[src/sla_pkg.sv]
`timescale 1ns / 1ps
// ----------------------------------------------------------------------------
// Slab allocator package
// Shared widths, codes, payload structs and defaults for the slab allocator.
// ----------------------------------------------------------------------------
package sla_pkg;

   localparam int ADDR_W    = 40;
   localparam int OBJ_W     = 17;
   localparam int STRIDE_W  = 18;
   localparam int NEED_W    = 19;
   localparam int STATUS_W  = 2;
   localparam int SLABNUM_W = 4;
   localparam int CSR_IDX_W = 1;

   localparam int DEF_PAGE_BYTES   = 4096;
   localparam int DEF_SLAB_POOL    = 16;
   localparam int DEF_MAX_SLOTS    = 256;
   localparam int DEF_HEADER_BYTES = 40;

   localparam logic [CSR_IDX_W-1:0] CSR_REGION_BASE = 1'b0;
   localparam logic [CSR_IDX_W-1:0] CSR_OBJECT_SIZE = 1'b1;

   localparam logic OP_ALLOC = 1'b0;
   localparam logic OP_FREE  = 1'b1;

   localparam logic [STATUS_W-1:0] STATUS_OK          = 2'd0;
   localparam logic [STATUS_W-1:0] STATUS_NO_MEMORY   = 2'd1;
   localparam logic [STATUS_W-1:0] STATUS_BAD_ADDRESS = 2'd2;

   localparam logic [ADDR_W-1:0]   RESET_REGION_BASE = '0;
   localparam logic [OBJ_W-1:0]    RESET_OBJECT_SIZE = 17'd32;

   typedef enum logic [1:0] {
      TAG_NONE    = 2'd0,
      TAG_PARTIAL = 2'd1,
      TAG_FULL    = 2'd2,
      TAG_EMPTY   = 2'd3
   } tag_type;

   typedef struct packed {
      logic              operation;
      logic [ADDR_W-1:0] free_address;
   } req_type;

   typedef struct packed {
      logic [STATUS_W-1:0]  status;
      logic [ADDR_W-1:0]    object_address;
      logic [SLABNUM_W-1:0] slab_number;
   } rsp_type;

   typedef struct packed {
      logic                start;
      logic [ADDR_W-1:0]   dividend;
      logic [STRIDE_W-1:0] divisor;
   } div_req_type;

   typedef struct packed {
      logic                done;
      logic [ADDR_W-1:0]   quotient;
      logic [STRIDE_W-1:0] remainder;
   } div_rsp_type;

endpackage

[src/sla_div.sv]
`timescale 1ns / 1ps
// ----------------------------------------------------------------------------
// Slab allocator divider
// Restoring divider, one quotient bit per cycle, shared by geometry set-up
// and by the slot lookup of a free.
// ----------------------------------------------------------------------------
module sla_div (
   input  logic                 clock,
   input  logic                 reset,
   input  sla_pkg::div_req_type div_req,
   output sla_pkg::div_rsp_type div_rsp
);

   localparam int CNT_W = $clog2(sla_pkg::ADDR_W + 1);

   logic [CNT_W-1:0]              count_ff;
   logic                          busy_ff;
   logic                          done_ff;
   logic [sla_pkg::ADDR_W-1:0]    quo_ff;
   logic [sla_pkg::STRIDE_W:0]    rem_ff;
   logic [sla_pkg::STRIDE_W-1:0]  divisor_ff;

   logic [sla_pkg::STRIDE_W:0]    rem_shift;
   logic                          fits;
   logic [sla_pkg::STRIDE_W:0]    rem_in;
   logic [sla_pkg::ADDR_W-1:0]    quo_in;

   always_comb begin
      rem_shift = {rem_ff[sla_pkg::STRIDE_W-1:0], quo_ff[sla_pkg::ADDR_W-1]};
      fits      = rem_shift >= {1'b0, divisor_ff};
      rem_in    = fits ? rem_shift - {1'b0, divisor_ff} : rem_shift;
      quo_in    = {quo_ff[sla_pkg::ADDR_W-2:0], fits};
   end

   always_ff @(posedge clock) begin
      if (reset) begin
         busy_ff  <= 1'b0;
         done_ff  <= 1'b0;
         count_ff <= '0;
      end else begin
         if (div_req.start) begin
            done_ff    <= 1'b0;
            busy_ff    <= 1'b1;
            count_ff   <= CNT_W'(sla_pkg::ADDR_W);
            quo_ff     <= div_req.dividend;
            rem_ff     <= '0;
            divisor_ff <= div_req.divisor;
         end else if (busy_ff) begin
            quo_ff   <= quo_in;
            rem_ff   <= rem_in;
            count_ff <= count_ff - CNT_W'(1);
            done_ff  <= (count_ff == CNT_W'(1));
            if (count_ff == CNT_W'(1)) begin
               busy_ff <= 1'b0;
            end
         end else begin
            done_ff <= 1'b0;
         end
      end
   end

   assign div_rsp.done      = done_ff;
   assign div_rsp.quotient  = quo_ff;
   assign div_rsp.remainder = rem_ff[sla_pkg::STRIDE_W-1:0];

endmodule
[config.mk]
export PLATFORM = sky130hd
export DESIGN_NAME = sla_div
export DESIGN_NICKNAME = d
export VERILOG_FILES = /design/src/sla_pkg.sv /design/src/sla_div.sv
export SDC_FILE = /design/constraint.sdc
export NUM_CORES = 1
export LEC_CHECK = 0
export BUFFER_PORTS_ARGS = -buffer_cell sky130_fd_sc_hd__buf_4
export CAP_MARGIN = 10
export CORE_ASPECT_RATIO = 0.75
export CORE_MARGIN = 2
export CORE_UTILIZATION = 50
export CTS_CLUSTER_DIAMETER = 50
export CTS_CLUSTER_SIZE = 28
export DETAILED_ROUTE_END_ITERATION = 10
export GPL_TIMING_DRIVEN = 0
export PLACE_DENSITY_LB_ADDON = 0.12
export SETUP_SLACK_MARGIN = 0.2
export SKIP_LAST_GASP = 1
export SLEW_MARGIN = 0
export SYNTH_ARGS = -nofsm -noshare
export SYNTH_HDL_FRONTEND = slang
export SYNTH_SLANG_ARGS = --single-unit
[constraint.sdc]
create_clock -name clock -period 5.1 [get_ports clock]
set_clock_uncertainty 0.15 [all_clocks]
set_input_delay 0.255 -clock clock [delete_from_list [all_inputs] [get_ports clock]]
set_output_delay 0.255 -clock clock [all_outputs]
set_load 0.1 [all_outputs]
# == Word-level counts from Yosys, hierarchy flattened ==
# Index checks and enable logic that the tools add are counted.
# classes
n_addsub,2
order_cmp,1
n_eq_ne,1
n_mux,9
bitwise_logic,2
n_reduce_logical,5
# ops
operator,n
40-bit two-way mux,2
18-bit two-way mux,2
19-bit by 18-bit >= comparator with 1-bit output,1
18-bit subtractor,1
6-bit two-way mux,2
6-bit by 1-bit equality test with 1-bit output (second input constant),1
6-bit by 1-bit subtractor with 6-bit output (second input constant),1
2-bit AND reduction,2
1-bit two-way mux,3
3-bit OR reduction,1
1-bit inverter,2
2-bit nonzero test,1
2-bit OR reduction,1
# totals
regBits,84
in_bits,61
out_inout_bits,59

# == Longest topological paths before layout ==
# Gate-level depths: netlist of run 1.
# logic_depth
word_depth,4
depth_mapped,11
depth_no_buf,11

# == Worst setup path before layout of run 1 ==
# Ideal clock, no wire load.
# synth_path
path_type,input to register
from,input port div_req[58] (netlist bit)
to,register quo_ff[0] (netlist bit) (enable)
setup_ns,0.474
arrival_ns,3.385
setup_slack_ns,1.091
cell_stages,4
n_path_buf,2
cell_sequence,clkbuf_1 clkbuf_1 nor2_1 nor2_1
# synth_via
elab_chain_cells,2
# synth_rtl
element,line,source
start: declaration,sla_div.sv:10,"input sla_pkg::div_req_type div_req,"
2-bit nonzero test (no line),n/a,
2-bit AND reduction (no line),n/a,
end signal: assignment,sla_div.sv:45,quo_ff <= div_req.dividend;
end signal: assignment,sla_div.sv:49,quo_ff <= quo_in;
end: declaration,sla_div.sv:19,logic [sla_pkg::ADDR_W-1:0] quo_ff;
# No other way between the ends.
# A chain may end at the register's enable or synchronous reset.

# == Worst setup path after layout of run 1 ==
# layout_path
from,register quo_ff[39] (netlist bit)
to,"register rem_ff[14] (netlist bit), data pin"
# layout_via
elab_chain_cells,3
# layout_rtl
element,line,source
18-bit subtractor or 19-bit by 18-bit >= comparator with 1-bit output (tied branches),"sla_div.sv:31, sla_div.sv:30",
18-bit two-way mux (*),sla_div.sv:31,"rem_in = fits ? rem_shift - {1'b0, divisor_ff} : rem_shift;"
18-bit two-way mux (*),sla_div.sv:48,end else if (busy_ff) begin
end signal: assignment,sla_div.sv:50,rem_ff <= rem_in;
end: declaration,sla_div.sv:20,logic [sla_pkg::STRIDE_W:0] rem_ff;
# Mark *: on every way between the ends. The rest lies on a longest branch, timed or not. The select of a mux whose other input is x is not followed.

==> impl_metrics.py, run 1 <==
metrics = {
    "status": {
        "outcome": "complete, no violations",
    },
    "min_path": {
        "min_path_type": "input pin to register",
        "hold-path-endpoint": "quo_ff[24]$_DFFE_PP_",
        "whs_path_depth": 2,
        "hp-start": "div_req[42]",
    },
    "critical_path": {
        "crit_top_cell": "inv_1",
        "path_max_fanout": 3,
        "critPathKind": "register to register",
        "critPathRequiredTime_ps": 5020,
        "critPathCaptureType": "register",
        "path_cells": "inv_1 > ha_1 > inv_1 > fa_1 > a211oi_1 > o211ai_1 > a31oi_1 > o21ai_0 > xor2_1 > mux2i_1 > nor2_1",
        "ff2ff_setup_slack_ps": 2180,
        "crit_start": "quo_ff[39]$_DFFE_PP_",
        "reg2regPathDepth": 11,
        "cp_slowest_stage_delay_ps": 430,
        "cp_data_arrival_time_ps": 2840,
        "r2r_start": "quo_ff[39]$_DFFE_PP_",
        "crit_path_start_kind": "register",
        "worst_path_max_delay_cell": "fa_1",
        "r2r_end": "rem_ff[14]$_SDFFCE_PP0P_",
    },
    "logic_synthesis": {
        "ys.flop_type": "edfxtp_1",
        "syn_area_um2": 4350,
        "synthTopCellsByArea": "edfxtp_1 (52%), mux2_2 (10%), ha_1 (5.8%)",
        "synth.net_count": 426,
        "synth.cells.most_frequent": "edfxtp_1 (76), mux2_2 (39), nor2_1 (30), inv_1 (23), ha_1 (20)",
        "async_flop_share_pct": 0,
        "synth-edff-count": 76,
        "synth_warnings": 0,
        "synth_top_area_cell": "edfxtp_1",
        "syn_inst": 344,
        "ys_seq_elements": 84,
        "syn_avg_cell_area_um2": 12.7,
        "synth.distinct_cells": 43,
        "yosysMostFrequentCell": "edfxtp_1",
        "seq_area_frac_synth_pct": 56.1,
        "synth_top_area_share_pct": 52.4,
    },
    "detailed_routing": {
        "dr.pass1.iters": 4,
        "wl_um": 10000,
        "num_vias": 3204,
        "first_iter_violations": 178,
        "wl_per_cell_um": 16.6,
        "vias_per_cell": 5.30,
        "ant_nets": 0,
        "drc": 0,
    },
    "global_routing": {
        "antenna_found_initial": 0,
        "gr-total-overflow": 0,
        "grt_max_degree": 35,
        "grt_pass1_vias": 3305,
        "grt_pass1_wl_um": 16300,
        "track_usage_pct": 22.1,
    },
    "clock_tree": {
        "cts_tree": "built",
        "post-cts-setup-buffer-count": 0,
        "clk_pin_slew_ps": 60,
        "numCtsBuffers": 9,
        "clock_path_buffers": 2,
        "clk-insertion-delay-late_ps": 340,
        "root_buffer": "clkbuf_16",
        "htreeDepth": 3,
        "cts.sinks": 84,
    },
    "sta": {
        "period_share_pct": 57.2,
        "layout_setup_ws_ps": 2180,
        "rsz0062_at_grt": "false",
        "whs_ps": 68.4,
        "fin_setup_tns_ps": 0,
        "hold_viol": 0,
        "slew_headroom_pct": 43.6,
        "setup_viol": 0,
        "fin_crit_ps": 2920,
        "tightest_slew_ps": 843,
        "max_freq_mhz": 343,
        "slew_viol_final": 0,
    },
    "placed_design": {
        "io_buffers": 117,
        "dpl_worst_slack_ps": 2230,
        "gp_congestion": 0.827,
        "dpl.hpwl_um": 7270,
    },
    "pwr": {
        "power_density_nw_per_um2": 370,
        "clockPowerShare_pct": 28.4,
        "p_seq_share_pct": 39.5,
        "netSwitchingFraction_pct": 35.2,
        "combinationalPowerShare_pct": 32.1,
        "power_switching_mw": 0.762,
        "internal_power_mw": 1.40,
        "p_leak_nw": 2.47,
        "irDropWorstVdd_mv": 0.361,
        "finalPower_mw": 2.17,
    },
    "finish": {
        "num-fill-cells": 621,
        "seq_area_um2": 2440,
        "antennaDiodeCount": 0,
        "final_util_pct": 69.3,
        "multi_input_area_um2": 1750,
        "nets": 574,
        "syn_to_final_growth_pct": 34.7,
        "layout-drive-gt1-share_pct": 36.8,
    },
    "floorplanning": {
        "rows": 29,
        "dieArea_um2": 9470,
        "io_pins": 120,
        "core-area_um2": 8450,
        "die_w_um": 112,
        "floorplan.initialDensity_pct": 51.5,
        "die_y_um": 84.8,
    },
    "run": {
        "cap_violations": 0,
    },
}
power groups by stage:
stage	registers (mW)	clock network [mW]	logic, mW
6_report	0.855	0.616	0.695
4_1_cts	0.855	0.631	0.695
5_1_grt	0.861	0.651	0.744
3_3_place_gp	0.869	0	0.666
3_5_place_dp	0.868	0	0.681
2_1_floorplan	1.12	0	0.269
cells in the final DEF, fill, tap and decap left out, types with 13 or more instances in the layout:
cell and instances:
a21oi_1 14, buf_4 118, clkbuf_1 13, dlygate4sd3_1 18
edfxtp_1 76, ha_1 20, inv_1 23, mux2_2 39
mux2i_1 14, nor2_1 28
logic make-up (layout without fill, tap and decap cells):
family          after synthesis  count (layout)  synth area share [%]
mux                          53              53                  13.3
xor+xnor                     20              20                  4.03
compound gates               54              54                  8.40
buf+inv                      39             192                  4.00
flops                        84              84                  56.1
simple gates                 73              73                  7.94
fa+ha+maj                    21              21                  6.21
layout make-up:
type	count	share of cell area, %
clock inverters	1	0.128
repair buffers	137	18.6
multi-input cells	221	29.8
inverters	23	1.47
well taps	108	2.31
clock buffers	15	4.57
flip-flops and latches	84	41.7
plain buffers	16	1.49
registers in the layout, summed over array words and instances (netlist names):
name and flops:
quo_ff 40, divisor_ff 18, rem_ff 18, count_ff 6, busy_ff 1, done_ff 1
how the worst max path moves through the flow:
stage | end | cells after the start
floorplan | quo_ff[0]$_DFFE_PP_ | 4
global placement | quo_ff[23]$_DFFE_PP_ | 4
detailed placement | rem_ff[14]$_SDFFCE_PP0P_ | 11
CTS | rem_ff[14]$_SDFFCE_PP0P_ | 11
global route | rem_ff[14]$_SDFFCE_PP0P_ | 11
finish | rem_ff[14]$_SDFFCE_PP0P_ | 11
worst max-delay path: cells and delay by family (launching register included):
family | cells | cell delay [ps]
compound gates | 4 | 990
fa+ha+maj | 2 | 600
flops | 1 | 390
xor+xnor | 1 | 160
buf+inv | 2 | 150
mux | 1 | 150
simple gates | 1 | 60
timing repair:
item | 4_1_cts | 5_1_grt
gates resized for setup | 0 | 0
hold endpoints to repair | 18 | 0
hold buffers | 18 | 0
stage by stage:
step	area [µm²]	std cells
CTS	5860	605
detailed placement	5410	571
global placement	5370	569
floorplan	4350	344
finish	5860	605
global route	5860	605
layer usage:
| metal | vias to the layer above | GRT usage, % | wire length, µm | part of all wire, % |
|---|---|---|---|---|
| li1 | 1556 | - | - | - |
| met1 | 1531 | 28.8 | 4690 | 47 |
| met2 | 109 | 35.4 | 4570 | 45 |
| met3 | 8 | 7.44 | 689 | 6.9 |
| met4 | 0 | 6.40 | 93 | 0.93 |
| met5 | - | 0 | 0 | 0 |
No activity file was read; power rests on OpenSTA's default activity.
==> run 2, diff against run 1 <==
CORE_UTILIZATION = 48   (was 50)
clock period = 2.65 ns   (was 5.1 ns; I/O delays follow)
==> run 2 against run 1 <==
Sequential cell count unchanged. Sequential power grew 92%. Clock power up 120%. Die area rose by 4.0%. Wire length is 14% higher. Design area up 16%. First-iteration DRC count shrank 1.7%. Critical endpoint is now rem_ff[7]$_SDFFCE_PP0P_.
==> impl_metrics.py, run 2 (synthesis gave the netlist of run 1 again) <==
metrics = {
    "detailed_routing": {
        "highest_layer": "met4",
        "wl_per_cell_um": 16.8,
        "ant_nets": 0,
        "wl_met3_um": 627,
        "drc": 0,
        "vias_per_cell": 5.17,
        "num_vias": 3518,
        "wl_met1_um": 4930,
        "dr.pass1.iters": 4,
        "wl_met2_um": 5730,
        "wl_um": 11400,
        "first_iter_violations": 175,
    },
    "floorplanning": {
        "die_y_um": 86.5,
        "dieArea_um2": 9850,
        "core-area_um2": 8930,
        "die_w_um": 114,
        "rows": 30,
        "floorplan.initialDensity_pct": 48.7,
        "io_pins": 120,
    },
    "global_routing": {
        "antenna_found_initial": 0,
        "grt_pass1_wl_um": 17400,
        "gr-total-overflow": 0,
        "track_usage_pct": 23.0,
        "grt_pass1_vias": 3521,
        "grt_max_degree": 35,
    },
    "pwr": {
        "power_density_nw_per_um2": 675,
        "internal_power_mw": 3.03,
        "clockPowerShare_pct": 28.9,
        "power_switching_mw": 1.56,
        "p_seq_share_pct": 35.8,
        "netSwitchingFraction_pct": 34.1,
        "p_leak_nw": 2.85,
        "finalPower_mw": 4.59,
        "combinationalPowerShare_pct": 35.3,
        "irDropWorstVdd_mv": 0.463,
    },
    "critical_path": {
        "cp_data_arrival_time_ps": 2480,
        "ff2ff_setup_slack_ps": 90,
        "critPathCaptureType": "register",
        "crit_path_start_kind": "register",
        "critPathKind": "register to register",
        "path_max_fanout": 5,
        "critPathRequiredTime_ps": 2570,
        "reg2regPathDepth": 10,
    },
    "finish": {
        "design_area_um2": 6810,
        "seq_area_um2": 2440,
        "layout_common_cells": "buf_4 (147), edfxtp_1 (76), dlygate4sd3_1 (57), mux2_2 (39), nor2_1 (27)",
        "reg_top3": "quo_ff x40, divisor_ff x18, rem_ff x18",
        "num-fill-cells": 579,
        "layout-drive-gt1-share_pct": 43.5,
        "antennaDiodeCount": 0,
        "syn_to_final_growth_pct": 56.4,
        "largest_register": "quo_ff",
        "nets": 645,
        "multi_input_area_um2": 1970,
        "largest_reg_flops": 40,
        "final_common_cell": "buf_4",
    },
    "clock_tree": {
        "htreeDepth": 3,
        "clk-insertion-delay-late_ps": 340,
        "clock_path_buffers": 2,
        "cts_tree": "built",
        "root_buffer": "clkbuf_16",
        "clk_pin_slew_ps": 60,
        "numCtsBuffers": 9,
        "cts.sinks": 84,
    },
    "sta": {
        "fin_setup_tns_ps": 0,
        "rsz0062_at_grt": "true",
        "hold_viol": 0,
        "slew_headroom_pct": 45.2,
        "max_freq_mhz": 391,
        "tightest_slew_ps": 820,
        "whs_ps": 17.5,
        "slew_viol_final": 0,
        "setup_viol": 0,
        "fin_crit_ps": 2560,
        "period_share_pct": 96.5,
        "layout_setup_ws_ps": 92.4,
    },
    "min_path": {
        "whs_path_depth": 3,
        "min_path_type": "input pin to register",
    },
    "placed_design": {
        "place_area_um2": 5520,
        "gp_congestion": 0.856,
        "dpl_worst_slack_ps": -18.9,
        "io_buffers": 117,
        "dpl.hpwl_um": 7050,
    },
    "status": {
        "outcome": "complete, no violations",
    },
    "run": {
        "cap_violations": 0,
    },
}
==> run 2: layer usage <==
layer / track usage (%) / up-vias
met2: 38.3 / 93
met5: 0 / -
met3: 5.73 / 12
met1: 30.5 / 1714
li1: - / 1699
met4: 5.88 / 0
==> run 2: path summary, 6_finish.rpt <==
check,end,startpoint
worst max-delay path,rem_ff[7]$_SDFFCE_PP0P_,rem_ff[15]$_SDFFCE_PP0P_
worst min-delay path,quo_ff[0]$_DFFE_PP_,div_req[18]
worst max register to register,rem_ff[7]$_SDFFCE_PP0P_,rem_ff[15]$_SDFFCE_PP0P_
worst min register to register,count_ff[1]$_SDFFE_PP0P_,count_ff[1]$_SDFFE_PP0P_
==> run 2: final cells by class <==
type                            instances  share of cell area (%)
Sequential cell                        84                    35.9
Inverter                               23                    1.27
Multi-Input combinational cell        221                    29.0
Tap cell                              112                    2.06
Buffer                                 16                    1.56
Clock buffer                           11                    3.42
Timing Repair Buffer                  208                    25.7
Clock inverter                          5                    1.12
==> run 2: through the flow <==
| step | utilization [%] | std cells |
|---|---|---|
| 6_report | 76.2 | 680 |
| 5_1_grt | 76.2 | 680 |
| 4_1_cts | 74.1 | 666 |
| 3_5_place_dp | 61.7 | 575 |
| 3_3_place_gp | 61.4 | 573 |
| 2_1_floorplan | - | 344 |
==> run 2: worst max-delay path, stage by stage (launching register included) <==
cell and delay, ps:
edfxtp_1 450, ha_4 250, a21o_1 170, a211o_1 340, a31oi_4 180, nand2_2 80
a21oi_4 170, buf_6 130, buf_8 120, mux2i_1 180, nor2_1 60
==> run 2: timing repair <==
action | CTS | global route
hold buffers | 57 | 0
hold endpoints to repair | 57 | 0
gates cloned | 1 | 0
setup buffers | 17 | 14
resized for setup | 16 | 19
setup endpoints to repair | 16 | 18
pin swaps | 4 | 14
==> run 2: power groups by stage <==
stage / Clock [mW] / Combinational, mW / Sequential (mW)
2_1_floorplan: 0 / 0.555 / 2.16
3_3_place_gp: 0 / 1.33 / 1.67
3_5_place_dp: 0 / 1.34 / 1.67
4_1_cts: 1.34 / 1.53 / 1.64
5_1_grt: 1.39 / 1.71 / 1.66
6_report: 1.33 / 1.62 / 1.64
==> run 3, diff against run 2 <==
--- a/config.mk
+++ b/config.mk
@@ -10,5 +10,5 @@
 export CORE_ASPECT_RATIO = 0.75
 export CORE_MARGIN = 2
-export CORE_UTILIZATION = 48
+export CORE_UTILIZATION = 50
 export CTS_CLUSTER_DIAMETER = 50
 export CTS_CLUSTER_SIZE = 28
==> constraint.sdc (replaced) <==
create_clock -name clock -period 2.45 [get_ports clock]
set_clock_uncertainty 0.15 [all_clocks]
set_input_delay 0.6125 -clock clock [delete_from_list [all_inputs] [get_ports clock]]
set_output_delay 0.6125 -clock clock [all_outputs]
set_load 0.1 [all_outputs]
==> run 3 against run 2 <==
Register-to-register slack got worse by 280 ps. Critical path type unchanged. Design area fell by 7.4%. Global-route usage fell by 0.45 points. Wire length fell by 3.8%. Non-clock buffer count fell by 57. The flow now finishes with violations (negative setup slack). Largest power group unchanged.
==> impl_metrics.py, run 3 (synthesis gave the netlist of run 1 again) <==
metrics = {
    "floorplanning": {
        "floorplan.initialDensity_pct": 51.5,
        "die_w_um": 112,
        "rows": 29,
        "io_pins": 120,
        "core-area_um2": 8450,
        "die_y_um": 84.8,
        "dieArea_um2": 9470,
    },
    "clock_tree": {
        "cts.sinks": 84,
        "htreeDepth": 3,
        "root_buffer": "clkbuf_16",
        "clock_path_buffers": 2,
        "numCtsBuffers": 9,
        "cts_tree": "built",
        "clk-insertion-delay-late_ps": 340,
        "clk_pin_slew_ps": 70,
        "postCtsHoldBufs": 0,
    },
    "critical_path": {
        "worst_path_max_delay_cell": "edfxtp_1",
        "cp_data_arrival_time_ps": 2550,
        "path_cells": "ha_4 > a21o_1 > a211o_1 > a31oi_4 > nand2_2 > a21oi_4 > buf_6 > buf_16 > mux2i_2 > nor2_1",
        "crit_path_start_kind": "register",
        "cp_num_buf_inv": 2,
        "critPathRequiredTime_ps": 2360,
        "critPathCaptureType": "register",
        "r2r_start": "rem_ff[15]$_SDFFCE_PP0P_",
        "cp_slowest_stage_delay_ps": 440,
        "crit_start": "rem_ff[15]$_SDFFCE_PP0P_",
        "path_max_fanout": 5,
        "critical_path.top_delay_family": "compound AO/OA/AOI/OAI gates",
        "critPathKind": "register to register",
    },
    "placed_design": {
        "place_area_um2": 5500,
        "io_buffers": 117,
        "gp_congestion": 0.802,
        "dpl.hpwl_um": 7160,
    },
    "finish": {
        "final_common_cell": "buf_4",
        "nets": 589,
        "multi_input_area_um2": 2060,
        "seq_area_um2": 2440,
        "num-fill-cells": 577,
        "syn_to_final_growth_pct": 44.9,
        "largest_register": "quo_ff",
        "largest_reg_flops": 40,
        "layout-drive-gt1-share_pct": 51.3,
        "design_area_um2": 6300,
        "final_util_pct": 74.6,
        "layout_common_cells": "buf_4 (143), edfxtp_1 (76), mux2_2 (39), nor2_1 (25), inv_1 (20)",
        "reg_top3": "quo_ff x40, divisor_ff x18, rem_ff x18",
        "antennaDiodeCount": 0,
    },
    "sta": {
        "max_freq_mhz": 379,
        "whs_ps": 296,
        "fin_crit_ps": 2640,
        "hold_viol": 0,
        "setup_viol": 18,
        "slew_headroom_pct": 55.8,
        "period_share_pct": 108,
        "rsz0062_at_grt": "true",
        "layout_setup_ws_ps": -189,
        "slew_viol_final": 0,
        "tightest_slew_ps": 663,
    },
    "global_routing": {
        "antenna_found_initial": 0,
        "grt_max_degree": 33,
        "grt_pass1_vias": 3329,
        "track_usage_pct": 22.5,
        "grt_pass1_wl_um": 16600,
        "gr-total-overflow": 0,
    },
    "status": {
        "violations": "negative setup slack",
        "outcome": "complete, but fails checks",
    },
    "detailed_routing": {
        "ant_nets": 0,
        "vias_per_cell": 5.32,
        "dr.pass1.iters": 4,
        "wl_um": 11000,
        "first_iter_violations": 131,
        "num_vias": 3294,
        "drc": 0,
        "wl_per_cell_um": 17.7,
    },
    "pwr": {
        "p_seq_share_pct": 37.3,
        "netSwitchingFraction_pct": 36.2,
        "finalPower_mw": 4.77,
        "p_leak_nw": 2.61,
        "power_density_nw_per_um2": 757,
        "internal_power_mw": 3.05,
        "clockPowerShare_pct": 25.9,
        "combinationalPowerShare_pct": 36.8,
        "power_switching_mw": 1.73,
        "irDropWorstVdd_mv": 0.606,
    },
    "run": {
        "cap_violations": 0,
    },
    "min_path": {
        "min_path_type": "input pin to register",
        "hp-start": "div_req[9]",
    },
}
## run 3: cell count changes in the layout (fill, tap and decap cells not counted), sizes merged
cell         change
dlygate4sd3     -57
bufinv           -2
clkbuf           -2
clkinvlp         +2
buf              +1
nor2             +1
## run 3: what timing repair did
item / 4_1_cts / 5_1_grt
setup endpoints to repair: 95 / 19
buffers inserted: 25 / 6
pin swaps: 18 / 12
resized for setup: 41 / 15
cloned: 3 / 0
## run 3: final timing paths
| kind | to | cells past startpoint | slack (ps) |
|---|---|---|---|
| hold reg to reg | count_ff[1]$_SDFFE_PP0P_ | 2 | 350 |
| setup reg to reg | rem_ff[7]$_SDFFCE_PP0P_ | 10 | -190 |
| setup / recovery | rem_ff[7]$_SDFFCE_PP0P_ | 10 | -190 |
| hold / removal | divisor_ff[9]$_DFFE_PP_ | 1 | 300 |
## run 3: metrics by stage
stage	setup TNS (ps)	worst slack, ps	std cells
global placement	-55440	-874	569
finish	-2070	-189	619
global route	-4090	-292	619
detailed placement	-29910	-517	570
floorplan	-22450	-514	344
CTS	-568	-113	613
## run 3: power groups by stage
| stage | registers, mW | logic (mW) | clock network [mW] |
|---|---|---|---|
| finish | 1.78 | 1.76 | 1.24 |
| global placement | 1.81 | 1.43 | 0 |
| CTS | 1.78 | 1.67 | 1.25 |
| floorplan | 2.34 | 0.601 | 0 |
| global route | 1.79 | 1.85 | 1.31 |
| detailed placement | 1.81 | 1.46 | 0 |
## run 3: routing by layer
layer / vias to the layer above / GRT usage (%) / part of all wire, %
li1: 1594 / - / -
met3: 14 / 6.64 / 5.6
met1: 1584 / 30.2 / 44
met2: 102 / 35.6 / 49
met5: - / 0 / 0
met4: 0 / 7.18 / 1.6
## run 3: cell type report
type                            count  share of cell area [%]
Clock buffer                       10                    3.63
Sequential cell                    84                    38.7
Inverter                           23                    1.37
Clock inverter                      5                   0.476
Timing Repair Buffer              151                    19.2
Buffer                             16                    1.77
Multi-Input combinational cell    222                    32.7
Tap cell                          108                    2.14
